**src/hdl/rhsv_pkg.sv**
```systemverilog
`timescale 1ns / 1ps
`default_nettype none
package rhsv_pkg;

	localparam int COMP_W    = 16;
	localparam int HUE_W     = 15;
	localparam int NUM_W     = 2 * COMP_W;
	// one quotient bit per divider stage
	localparam int DIV_STEPS = COMP_W;

	// hue in 1/64 degree: one 60 degree sector is 3840, full circle 23040
	localparam logic [HUE_W-1:0] HUE_BASE_G = 15'd7680;
	localparam logic [HUE_W-1:0] HUE_BASE_B = 15'd15360;
	localparam logic [HUE_W-1:0] HUE_CIRCLE = 15'd23040;

	typedef enum logic [1:0] {
		SEC_RED,
		SEC_GREEN,
		SEC_BLUE
	} sector_t;

	typedef struct packed {
		logic [COMP_W-1:0] red;
		logic [COMP_W-1:0] green;
		logic [COMP_W-1:0] blue;
	} pixel_t;

	typedef struct packed {
		logic [HUE_W-1:0]  hue;
		logic              hue_undefined;
		logic [COMP_W-1:0] saturation;
		logic [COMP_W-1:0] brightness;
	} hsv_t;

	// fields that ride alongside the divisions
	typedef struct packed {
		logic              undef;
		logic [COMP_W-1:0] bright;
		sector_t           sec;
		logic              neg;
	} side_t;

	typedef struct packed {
		logic [NUM_W-1:0]  sat_num;
		logic [COMP_W-1:0] sat_den;
		logic [NUM_W-1:0]  hue_num;
		logic [COMP_W-1:0] hue_den;
		side_t             side;
	} div_req_t;

	typedef struct packed {
		logic [COMP_W-1:0] sat_quo;
		logic [COMP_W-1:0] hue_quo;
		logic [COMP_W-1:0] hue_rem;
		side_t             side;
	} div_rsp_t;

	// partial state of one restoring division
	typedef struct packed {
		logic [COMP_W-1:0] rem;
		logic [COMP_W-1:0] low;
		logic [COMP_W-1:0] quo;
		logic [COMP_W-1:0] den;
	} lane_t;

endpackage
`default_nettype wire

```
**src/hdl/rhsv_front.sv**
```systemverilog
`timescale 1ns / 1ps
`default_nettype none
module rhsv_front import rhsv_pkg::*; (
	input  wire logic     clk,
	input  wire logic     arst_n,
	input  wire logic     in_vld,
	input  wire pixel_t   pix,
	output logic          out_vld,
	output div_req_t      req
);

	logic              vld_s1;
	pixel_t            pix_s1;

	logic              vld_s2;
	logic [COMP_W-1:0] max_s2;
	logic [COMP_W-1:0] delta_s2;
	logic [COMP_W-1:0] adiff_s2;
	sector_t           sec_s2;
	logic              neg_s2;

	logic              vld_s3;
	div_req_t          req_s3;

	logic              red_max;
	logic              green_max;
	logic [COMP_W-1:0] mx;
	logic [COMP_W-1:0] mn;
	logic [COMP_W:0]   diff;
	sector_t           sec;
	div_req_t          req_c;

	// stage 1: capture
	always_ff @(posedge clk or negedge arst_n) begin
		if (!arst_n) begin
			vld_s1 <= 1'b0;
		end else begin
			vld_s1 <= in_vld;
		end
	end

	always_ff @(posedge clk) begin
		pix_s1 <= pix;
	end

	// stage 2: max, min, sector, signed difference
	always_comb begin
		red_max   = (pix_s1.red >= pix_s1.green) && (pix_s1.red >= pix_s1.blue);
		green_max = !red_max && (pix_s1.green >= pix_s1.blue);
		if (red_max) begin
			mx   = pix_s1.red;
			sec  = SEC_RED;
			diff = {1'b0, pix_s1.green} - {1'b0, pix_s1.blue};
		end else if (green_max) begin
			mx   = pix_s1.green;
			sec  = SEC_GREEN;
			diff = {1'b0, pix_s1.blue} - {1'b0, pix_s1.red};
		end else begin
			mx   = pix_s1.blue;
			sec  = SEC_BLUE;
			diff = {1'b0, pix_s1.red} - {1'b0, pix_s1.green};
		end
		mn = (pix_s1.red < pix_s1.green) ? pix_s1.red : pix_s1.green;
		if (pix_s1.blue < mn) begin
			mn = pix_s1.blue;
		end
	end

	always_ff @(posedge clk or negedge arst_n) begin
		if (!arst_n) begin
			vld_s2 <= 1'b0;
		end else begin
			vld_s2 <= vld_s1;
		end
	end

	always_ff @(posedge clk) begin
		max_s2   <= mx;
		delta_s2 <= mx - mn;
		sec_s2   <= sec;
		neg_s2   <= diff[COMP_W];
		adiff_s2 <= diff[COMP_W] ? (~diff[COMP_W-1:0] + 1'b1) : diff[COMP_W-1:0];
	end

	// stage 3: numerators by shift and subtract
	// 65535*delta = delta<<16 - delta, 3840*|diff| = |diff|<<12 - |diff|<<8
	always_comb begin
		req_c.sat_num     = {delta_s2, {COMP_W{1'b0}}} - {{COMP_W{1'b0}}, delta_s2};
		req_c.sat_den     = max_s2;
		req_c.hue_num     = {4'b0, adiff_s2, 12'b0} - {8'b0, adiff_s2, 8'b0};
		req_c.hue_den     = delta_s2;
		// max zero implies delta zero
		req_c.side.undef  = (delta_s2 == '0);
		req_c.side.bright = max_s2;
		req_c.side.sec    = sec_s2;
		req_c.side.neg    = neg_s2;
	end

	always_ff @(posedge clk or negedge arst_n) begin
		if (!arst_n) begin
			vld_s3 <= 1'b0;
		end else begin
			vld_s3 <= vld_s2;
		end
	end

	always_ff @(posedge clk) begin
		req_s3 <= req_c;
	end

	assign out_vld = vld_s3;
	assign req     = req_s3;

	assert property (@(posedge clk) disable iff (!arst_n)
		vld_s3 |-> (req_s3.hue_num[NUM_W-1:COMP_W] < req_s3.hue_den) || req_s3.side.undef)
		else $error("hue numerator would overflow the quotient");

endmodule
`default_nettype wire

```
**src/hdl/rhsv_div.sv**
```systemverilog
`timescale 1ns / 1ps
`default_nettype none
module rhsv_div import rhsv_pkg::*; (
	input  wire logic     clk,
	input  wire logic     arst_n,
	input  wire logic     in_vld,
	input  wire div_req_t req,
	output logic          out_vld,
	output div_rsp_t      rsp
);

	// two restoring dividers side by side, one quotient bit per stage
	function automatic lane_t div_step(input lane_t l);
		logic [COMP_W:0] t;
		logic [COMP_W:0] d;
		lane_t           n;
		t = {l.rem, l.low[COMP_W-1]};
		d = {1'b0, l.den};
		n = l;
		n.low = {l.low[COMP_W-2:0], 1'b0};
		if (t >= d) begin
			n.rem = COMP_W'(t - d);
			n.quo = {l.quo[COMP_W-2:0], 1'b1};
		end else begin
			n.rem = t[COMP_W-1:0];
			n.quo = {l.quo[COMP_W-2:0], 1'b0};
		end
		return n;
	endfunction

	lane_t sat_sn  [DIV_STEPS];
	lane_t hue_sn  [DIV_STEPS];
	side_t side_sn [DIV_STEPS];
	logic  vld_sn  [DIV_STEPS];

	lane_t sat_in  [DIV_STEPS];
	lane_t hue_in  [DIV_STEPS];
	side_t side_in [DIV_STEPS];
	logic  vld_in  [DIV_STEPS];

	for (genvar k = 0; k < DIV_STEPS; k++) begin : g_stage
		if (k == 0) begin : g_head
			assign sat_in[k]  = '{rem: req.sat_num[NUM_W-1:COMP_W],
				low: req.sat_num[COMP_W-1:0], quo: '0, den: req.sat_den};
			assign hue_in[k]  = '{rem: req.hue_num[NUM_W-1:COMP_W],
				low: req.hue_num[COMP_W-1:0], quo: '0, den: req.hue_den};
			assign side_in[k] = req.side;
			assign vld_in[k]  = in_vld;
		end else begin : g_link
			assign sat_in[k]  = sat_sn[k-1];
			assign hue_in[k]  = hue_sn[k-1];
			assign side_in[k] = side_sn[k-1];
			assign vld_in[k]  = vld_sn[k-1];
		end

		always_ff @(posedge clk or negedge arst_n) begin
			if (!arst_n) begin
				vld_sn[k] <= 1'b0;
			end else begin
				vld_sn[k] <= vld_in[k];
			end
		end

		always_ff @(posedge clk) begin
			sat_sn[k]  <= div_step(sat_in[k]);
			hue_sn[k]  <= div_step(hue_in[k]);
			side_sn[k] <= side_in[k];
		end
	end

	assign out_vld     = vld_sn[DIV_STEPS-1];
	assign rsp.sat_quo = sat_sn[DIV_STEPS-1].quo;
	assign rsp.hue_quo = hue_sn[DIV_STEPS-1].quo;
	assign rsp.hue_rem = hue_sn[DIV_STEPS-1].rem;
	assign rsp.side    = side_sn[DIV_STEPS-1];

	assert property (@(posedge clk) disable iff (!arst_n)
		vld_sn[DIV_STEPS-1] && (hue_sn[DIV_STEPS-1].den != '0)
		|-> hue_sn[DIV_STEPS-1].rem < hue_sn[DIV_STEPS-1].den)
		else $error("hue remainder not below divisor");

endmodule
`default_nettype wire

```
**src/hdl/rgb_to_hsv_converter.sv**
```systemverilog
`timescale 1ns / 1ps
`default_nettype none
// RGB to HSV (hexcone) converter. One pixel request is taken on every clock
// edge at which start is high; busy is never raised, so a pixel may be sent
// in every cycle. Each request gives one result on hsv, marked by a one-cycle
// done strobe, in request order. The receiver cannot stall and must take each
// result as it appears. A result passes through three front stages, the two
// 16-stage restoring dividers (one quotient bit per stage) and the output
// register. Hue is in 1/64 degree (0..23039); for a black or grey pixel
// hue_undefined is set and hue and saturation read 0. Brightness is the
// largest component.
module rgb_to_hsv_converter import rhsv_pkg::*; (
	input  wire logic   clk,
	input  wire logic   arst_n,
	input  wire logic   start,
	output logic        busy,
	input  wire pixel_t pixel,
	output logic        done,
	output hsv_t        hsv
);

	logic          front_vld;
	div_req_t      div_req;
	logic          div_vld;
	div_rsp_t      div_rsp;

	logic [HUE_W-1:0] q;
	logic             rem_nz;
	hsv_t             hsv_c;

	logic             done_q;
	hsv_t             hsv_q;

	// fully pipelined, nothing ever backs up
	assign busy = 1'b0;

	// stages 1 to 3: extremes, sector, numerators
	rhsv_front u_front (
		.clk     (clk),
		.arst_n  (arst_n),
		.in_vld  (start && !busy),
		.pix     (pixel),
		.out_vld (front_vld),
		.req     (div_req)
	);

	// stages 4 to 19: saturation and hue quotients
	rhsv_div u_div (
		.clk     (clk),
		.arst_n  (arst_n),
		.in_vld  (front_vld),
		.req     (div_req),
		.out_vld (div_vld),
		.rsp     (div_rsp)
	);

	// Stage 20: place the hue in its sector.
	// Red sector truncates toward zero and wraps a negative result;
	// green and blue sit on a positive base, so a negative difference
	// rounds the quotient up before it is taken off.
	always_comb begin
		q      = div_rsp.hue_quo[HUE_W-1:0];
		rem_nz = (div_rsp.hue_rem != '0);
		hsv_c.brightness    = div_rsp.side.bright;
		hsv_c.hue_undefined = div_rsp.side.undef;
		hsv_c.saturation    = div_rsp.side.undef ? '0 : div_rsp.sat_quo;
		case (div_rsp.side.sec)
			SEC_RED: begin
				if (!div_rsp.side.neg) begin
					hsv_c.hue = q;
				end else if (q == '0) begin
					hsv_c.hue = '0;
				end else begin
					hsv_c.hue = HUE_CIRCLE - q;
				end
			end
			SEC_GREEN: begin
				if (div_rsp.side.neg) begin
					hsv_c.hue = HUE_BASE_G - q - HUE_W'(rem_nz);
				end else begin
					hsv_c.hue = HUE_BASE_G + q;
				end
			end
			SEC_BLUE: begin
				if (div_rsp.side.neg) begin
					hsv_c.hue = HUE_BASE_B - q - HUE_W'(rem_nz);
				end else begin
					hsv_c.hue = HUE_BASE_B + q;
				end
			end
			default: begin
				hsv_c.hue = '0;
			end
		endcase
		if (div_rsp.side.undef) begin
			hsv_c.hue = '0;
		end
	end

	always_ff @(posedge clk or negedge arst_n) begin
		if (!arst_n) begin
			done_q <= 1'b0;
		end else begin
			done_q <= div_vld;
		end
	end

	always_ff @(posedge clk) begin
		hsv_q <= hsv_c;
	end

	assign done = done_q;
	assign hsv  = hsv_q;

	assert property (@(posedge clk) disable iff (!arst_n)
		done |-> hsv.hue < HUE_CIRCLE)
		else $error("hue out of range");

	assert property (@(posedge clk) disable iff (!arst_n)
		done && hsv.hue_undefined |-> (hsv.hue == '0) && (hsv.saturation == '0))
		else $error("undefined hue with nonzero hue or saturation");

	assert property (@(posedge clk) disable iff (!arst_n)
		done && !hsv.hue_undefined |-> (hsv.saturation != '0) && (hsv.brightness != '0))
		else $error("coloured pixel with zero saturation or value");

endmodule
`default_nettype wire
```
**config.mk**
```make
export PLATFORM = sky130hd
export DESIGN_NAME = rgb_to_hsv_converter
export DESIGN_NICKNAME = d
export VERILOG_FILES = /design/src/hdl/rhsv_pkg.sv /design/src/hdl/rhsv_front.sv /design/src/hdl/rhsv_div.sv /design/src/hdl/rgb_to_hsv_converter.sv
export SDC_FILE = /design/constraint.sdc
export NUM_CORES = 2
export LEC_CHECK = 0
export BUFFER_PORTS_ARGS = -buffer_cell sky130_fd_sc_hd__buf_4
export CAP_MARGIN = 15
export CORE_UTILIZATION = 49
export CTS_CLUSTER_DIAMETER = 60
export CTS_CLUSTER_SIZE = 25
export DETAILED_ROUTE_END_ITERATION = 12
export GPL_TIMING_DRIVEN = 0
export SYNTH_ARGS = -nofsm -noshare
export SYNTH_HDL_FRONTEND = slang
export SYNTH_SLANG_ARGS = --single-unit
```
**constraint.sdc**
```tcl
create_clock -name clk -period 12.7 [get_ports clk]
set_input_delay 1.905 -clock clk [delete_from_list [all_inputs] [get_ports clk]]
set_output_delay 1.905 -clock clk [all_outputs]
set_load 0.01 [all_outputs]
```
# Word-level counts from Yosys, hierarchy flattened
# Memories as Yosys holds them, arrays and structs flattened. A register that Yosys moved wholly into a read port is not among the register bits.
# Cells that the tools add are included.
[totals]
reg_bits = 248
mem_bits_rw = 2336
output_inout_bits = 50
n_memories = 3
[memory_table]
columns = ["name", "words", "width", "rd", "rd_clocked_by_memory_dff", "wr", "line_no", "text"]
rows = [
  ["u_div.hue_sn", 16, 63, 16, 0, 16, "rhsv_div.sv:32", "lane_t hue_sn [DIV_STEPS];"],
  ["u_div.sat_sn", 16, 63, 16, 1, 16, "rhsv_div.sv:31", "lane_t sat_sn [DIV_STEPS];"],
  ["u_div.side_sn", 16, 20, 16, 0, 16, "rhsv_div.sv:33", "side_t side_sn [DIV_STEPS];"],
]
[op_classes]
add_sub_neg = 46
magnitude_cmp = 37
n_eq_ne = 2
mux = 77
bitwise = 1
n_reduce_logical = 7
[ops]
columns = ["operator", "count"]
rows = [
  ["16-bit two-way mux", 37],
  ["17-bit by 16-bit greater-or-equal comparator with 1-bit output", 32],
  ["16-bit subtractor", 33],
  ["15-bit two-way mux", 4],
  ["16-bit by 16-bit subtractor with 17-bit output", 3],
  ["16-bit greater-or-equal comparator", 3],
  ["15-bit case mux with 3 select lines", 1],
  ["17-bit two-way mux", 2],
  ["16-bit less-than comparator", 2],
  ["1-bit two-way mux", 32],
  ["32-bit by 16-bit subtractor with 32-bit output", 1],
  ["15-bit by 1-bit subtractor with 15-bit output", 2],
  ["28-bit by 24-bit subtractor with 29-bit output", 1],
  ["16-bit by 1-bit adder with 16-bit output (second input constant)", 1],
  ["16-bit logical NOT", 1],
  ["16-bit inverter", 1],
  ["16-bit nonzero test", 1],
  ["13-bit by 15-bit adder with 15-bit output (first input constant)", 1],
  ["14-bit by 15-bit adder with 15-bit output (first input constant)", 1],
  ["15-bit logical NOT", 1],
  ["13-bit by 15-bit subtractor with 15-bit output (first input constant)", 1],
  ["14-bit by 15-bit subtractor with 15-bit output (first input constant)", 1],
  ["15-bit subtractor (first input constant)", 1],
  ["2-bit by 1-bit equality test with 1-bit output (second input constant)", 1],
  ["other kinds (5)", 6],
]

# Longest topological paths before layout
[logic_depth]
word_depth = 9
mapped_depth = 35

# By module
# From an unflattened synthesis, not the netlist that was laid out.
[hier_totals]
cells_unflattened = 7662
hier_area_um2 = 80025.5
[modules_own_cells]
columns = ["mod", "instances", "cells_per_inst", "area_per_inst_um2", "seq_area_each_um2"]
rows = [
  ["rhsv_div", 1, 6166, 66800.3, 36595.1],
  ["rhsv_front", 1, 1145, 10204.8, 3818.7],
  ["rgb_to_hsv_converter", 1, 351, 3020.4, 985.9],
]

# Worst setup path after synthesis
# No wires, ideal clock.
[synth_timing]
path_type = "register to register"
from = "register u_front.pix_s1[20] (netlist bit)"
to = "register u_front.delta_s2[15]"
t_arrival_ns = 6.392
path_slack_ns = 6.186
stages_incl_launch_ff = 33
cell_sequence = "dfxtp_1 -> inv_1 -> ha_1 -> buf_6 -> a21o_1 -> a31o_2 -> o21ai_0 -> a21oi_1 -> or2_2 -> clkbuf_1 -> clkbuf_1 -> a21oi_1 -> ha_1 -> a21o_1 -> a21o_1 -> a21o_1 -> a21o_1 -> a211oi_1 -> o211a_1 -> o21ai_0 -> clkbuf_1 -> o21ai_0 -> ha_1 -> a21oi_1 -> o21ai_0 -> a21o_1 -> a21o_1 -> a31o_2 -> a21o_1 -> a41o_1 -> o41ai_1 -> o21ai_0 -> xnor2_1"
[synth_via]
elab_chain_len = 7
[synth_rtl]
columns = ["item", "line_no", "text"]
rows = [
  ["start, declared", "rhsv_front.sv:13", "pixel_t pix_s1;"],
  ["start signal, assigned", "rhsv_front.sv:43", "pix_s1 <= pix;"],
  ["parallel branches: the longest is 6 deep, another holds 16-bit less-than comparator", "-", ""],
  ["16-bit subtractor (*)", "rhsv_front.sv:79", "delta_s2 <= mx - mn;"],
  ["end signal, assigned", "rhsv_front.sv:79", ""],
  ["end, declared", "rhsv_front.sv:17", "logic [COMP_W-1:0] delta_s2;"],
]
# Every way passes the cells marked *.
# A chain may end at the register's enable or synchronous reset.

# Worst setup path in the final report
[layout_timing]
from = "register u_front.pix_s1[17] (netlist bit)"
to = "register u_front.delta_s2[15]"
# Same word-level chain as after synthesis.

==> flow_summary.json <==
{
  "cts_hold_buffers": 0,
  "fmax_mhz": 119,
  "die-area_mm2": 0.146,
  "finalSetupViolations": 0,
  "post_cts_buffers": 0,
  "path_clk_slew_ns": 0.08,
  "r2r_slack_ns": 4.27,
  "slowest_stage": "dfxtp_1",
  "area_growth_pct": 11.2,
  "tns_ns": 0,
  "clk_latency_ns": 0.79,
  "rows": 139,
  "synth_top_cell_by_area": "dfxtp_1",
  "synthFlopType": "dfxtp_1",
  "routabilityCongestion": 0.909,
  "numPortBuffers": 99,
  "syn_avg_cell_area_um2": 10.1,
  "cts_tree": "done",
  "route.detailed.drc": 0,
  "r2r_cells": 31,
  "async_flop_share": 0.0118,
  "grt_max_degree": 26,
  "hpwl_um": 120000,
  "crit_path_end_kind": "flip-flop",
  "finalHoldViolCount": 0,
  "hp-class": "flip-flop to flip-flop",
  "htree_levels": 4,
  "seq_area_frac_synth": 0.482,
  "required_ns": 13.34,
  "maxSlewViolCount": 0,
  "final_common_cell": "dfxtp_1",
  "synth_top_area_frac": 0.475,
  "ant_nets": 0,
  "final_nets": 7964,
  "dp.cells": 9013,
  "hold_path_startpoint": "u_div.sat_sn[6][45]$_DFF_P_",
  "min_to": "u_div.sat_sn[7][46]$_DFF_P_",
  "syn-num-nets": 7732,
  "firstDrtPassIters": 9,
  "grt_overflow": 0,
  "stdcell_count": 9254,
  "worst_r2r_startpoint": "u_front.pix_s1[17]$_DFF_P_",
  "cp-start-kind": "flip-flop",
  "worst_path_most_repeated_cell": "a21o_1",
  "cts.sinks": 1700,
  "synth_cell_types": 87,
  "antenna_found_initial": 2,
  "syn_area_mm2": 0.0708,
  "yosys_register_bits": 1700,
  "worst_pin_slew_ns": 1.15,
  "r2r_end": "u_front.delta_s2[15]$_DFF_P_",
  "fin_crit_sh": 0.664,
  "hold_slack_ns": 0.295,
  "whs_path_depth": 0,
  "core_area_mm2": 0.143,
  "layout_common_cells": "dfxtp_1, inv_1, ha_1, nor2_1, mux2_2",
  "start_util": 0.494,
  "clock_path_buffers": 3,
  "slowest_delay_ns": 0.53,
  "slew_headroom": 0.223,
  "synth_enable_flop_cells": 0,
  "ctsResizeCount": 0,
  "synthTopCellsByArea": "dfxtp_1, ha_1, mux2_2",
  "die_w_um": 382,
  "grt_pass1_vias": 48511,
  "cts_root_buf": "clkbuf_16",
  "gr-usage-all-layers": 0.204,
  "ios": 101,
  "drive_above_1_share": 0.113,
  "num_vias": 47334,
  "vias_per_cell": 5.11,
  "cts_buffers": 130,
  "drv_cap": 0,
  "period_needed_ns": 8.43,
  "crit_path_max_fanout": 10,
  "drtIter0Drc": 2259,
  "totalWireLength_um": 150000,
  "die_h_um": 382,
  "path_class": "flip-flop to flip-flop",
  "outcome": "finished, final reports clean",
  "crit_arrival_ns": 9.06,
  "rsz0062_at_grt": "no",
  "grt_pass1_wl_um": 241000,
  "clock_skew_ns": 0.0346,
  "wl_per_cell_um": 16.2,
  "ys_warn_count": 0,
  "synthCells": 7010
}
-- worst max path at each step --
| stage | from | end | slack, ns | cells past startpoint |
|---|---|---|---|---|
| floorplan | u_front.pix_s1[20]$_DFF_P_ | u_front.delta_s2[15]$_DFF_P_ | 6.19 | 32 |
| global placement | u_front.pix_s1[17]$_DFF_P_ | u_front.delta_s2[15]$_DFF_P_ | 4.30 | 31 |
| detailed placement | u_front.pix_s1[17]$_DFF_P_ | u_front.delta_s2[15]$_DFF_P_ | 4.30 | 31 |
| CTS | u_front.pix_s1[17]$_DFF_P_ | u_front.delta_s2[15]$_DFF_P_ | 4.24 | 31 |
| global route | u_front.pix_s1[17]$_DFF_P_ | u_front.delta_s2[15]$_DFF_P_ | 3.82 | 31 |
| finish | u_front.pix_s1[17]$_DFF_P_ | u_front.delta_s2[15]$_DFF_P_ | 4.27 | 31 |
-- layout make-up --
| type | count | area (um2) |
|---|---|---|
| Antenna cell | 3 | 7.51 |
| Multi-Input combinational cell | 4341 | 33000 |
| Sequential cell | 1700 | 34100 |
| Tap cell | 1903 | 2380 |
| Inverter | 861 | 3230 |
| Fill cell | 12619 | 64700 |
| Clock buffer | 142 | 3360 |
| Timing Repair Buffer | 100 | 771 |
| Buffer | 108 | 495 |
| Clock inverter | 96 | 1450 |
-- worst max-delay path: cells and delay by family, from the launching register on --
kind / cells / cell delay [ns]
flip-flops: 1 / 0.53
XOR/XNOR: 1 / 0.18
adder cells (fa/ha/maj): 3 / 0.96
AND/OR/NAND/NOR: 2 / 0.46
AO/OA/AOI/OAI: 21 / 4.85
buffers and inverters: 4 / 1.28
-- sequential cells by signal, summed over array words and instances (netlist names) --
signal	flops
done	1
hsv	48
u_div.hue_sn	630
u_div.out_vld	1
u_div.sat_sn	495
u_div.side_sn	320
u_div.vld_in	15
u_front.adiff_s2	16
u_front.delta_s2	16
u_front.max_s2	16
u_front.neg_s2	1
u_front.out_vld	1
u_front.pix_s1	48
u_front.req	88
u_front.sec_s2	2
u_front.vld_s1	1
u_front.vld_s2	1
-- routing by layer --
metal	global-route usage	vias up	part of all wire
met2	0.394	699	0.53
li1	-	24439	-
met1	0.215	21879	0.40
met5	0	-	0
met4	0.0992	0	0.046
met3	0.0279	317	0.029
-- through the flow --
step                instance area (um2)  utilization  setup slack [ns]
finish                            78800        0.549              4.27
detailed placement                74000        0.516              4.30
floorplan                         70800            -              6.19
global route                      78800        0.549              3.82
CTS                               78800        0.549              4.24
global placement                  74000        0.515              4.30
-- kinds of logic after synthesis --
kind of cell               count (synthesis)  synth area share
AOI/OAI and AO/OA                       1356             0.126
adders and majority gates                671             0.122
and+or+nand+nor                         1457            0.0966
DFF                                     1700             0.482
buffers and inverters                    969            0.0526
xor gates and xnor gates                 405            0.0501
muxes                                    451            0.0705
other                                      1         0.0000529
-- cells in the mapped netlist (all sizes together) (110+ instances only) --
cell   count
a21oi    303
ha       636
nor2     574
xor2     128
nand2    297
a21o     153
inv      861
o21ai    283
nand4    140
xnor2    277
mux2     382
dfxtp   1680
nor2b    110
Power is not shown: default switching activity piles up to over one toggle a cycle in this logic, so the estimate is an artifact.
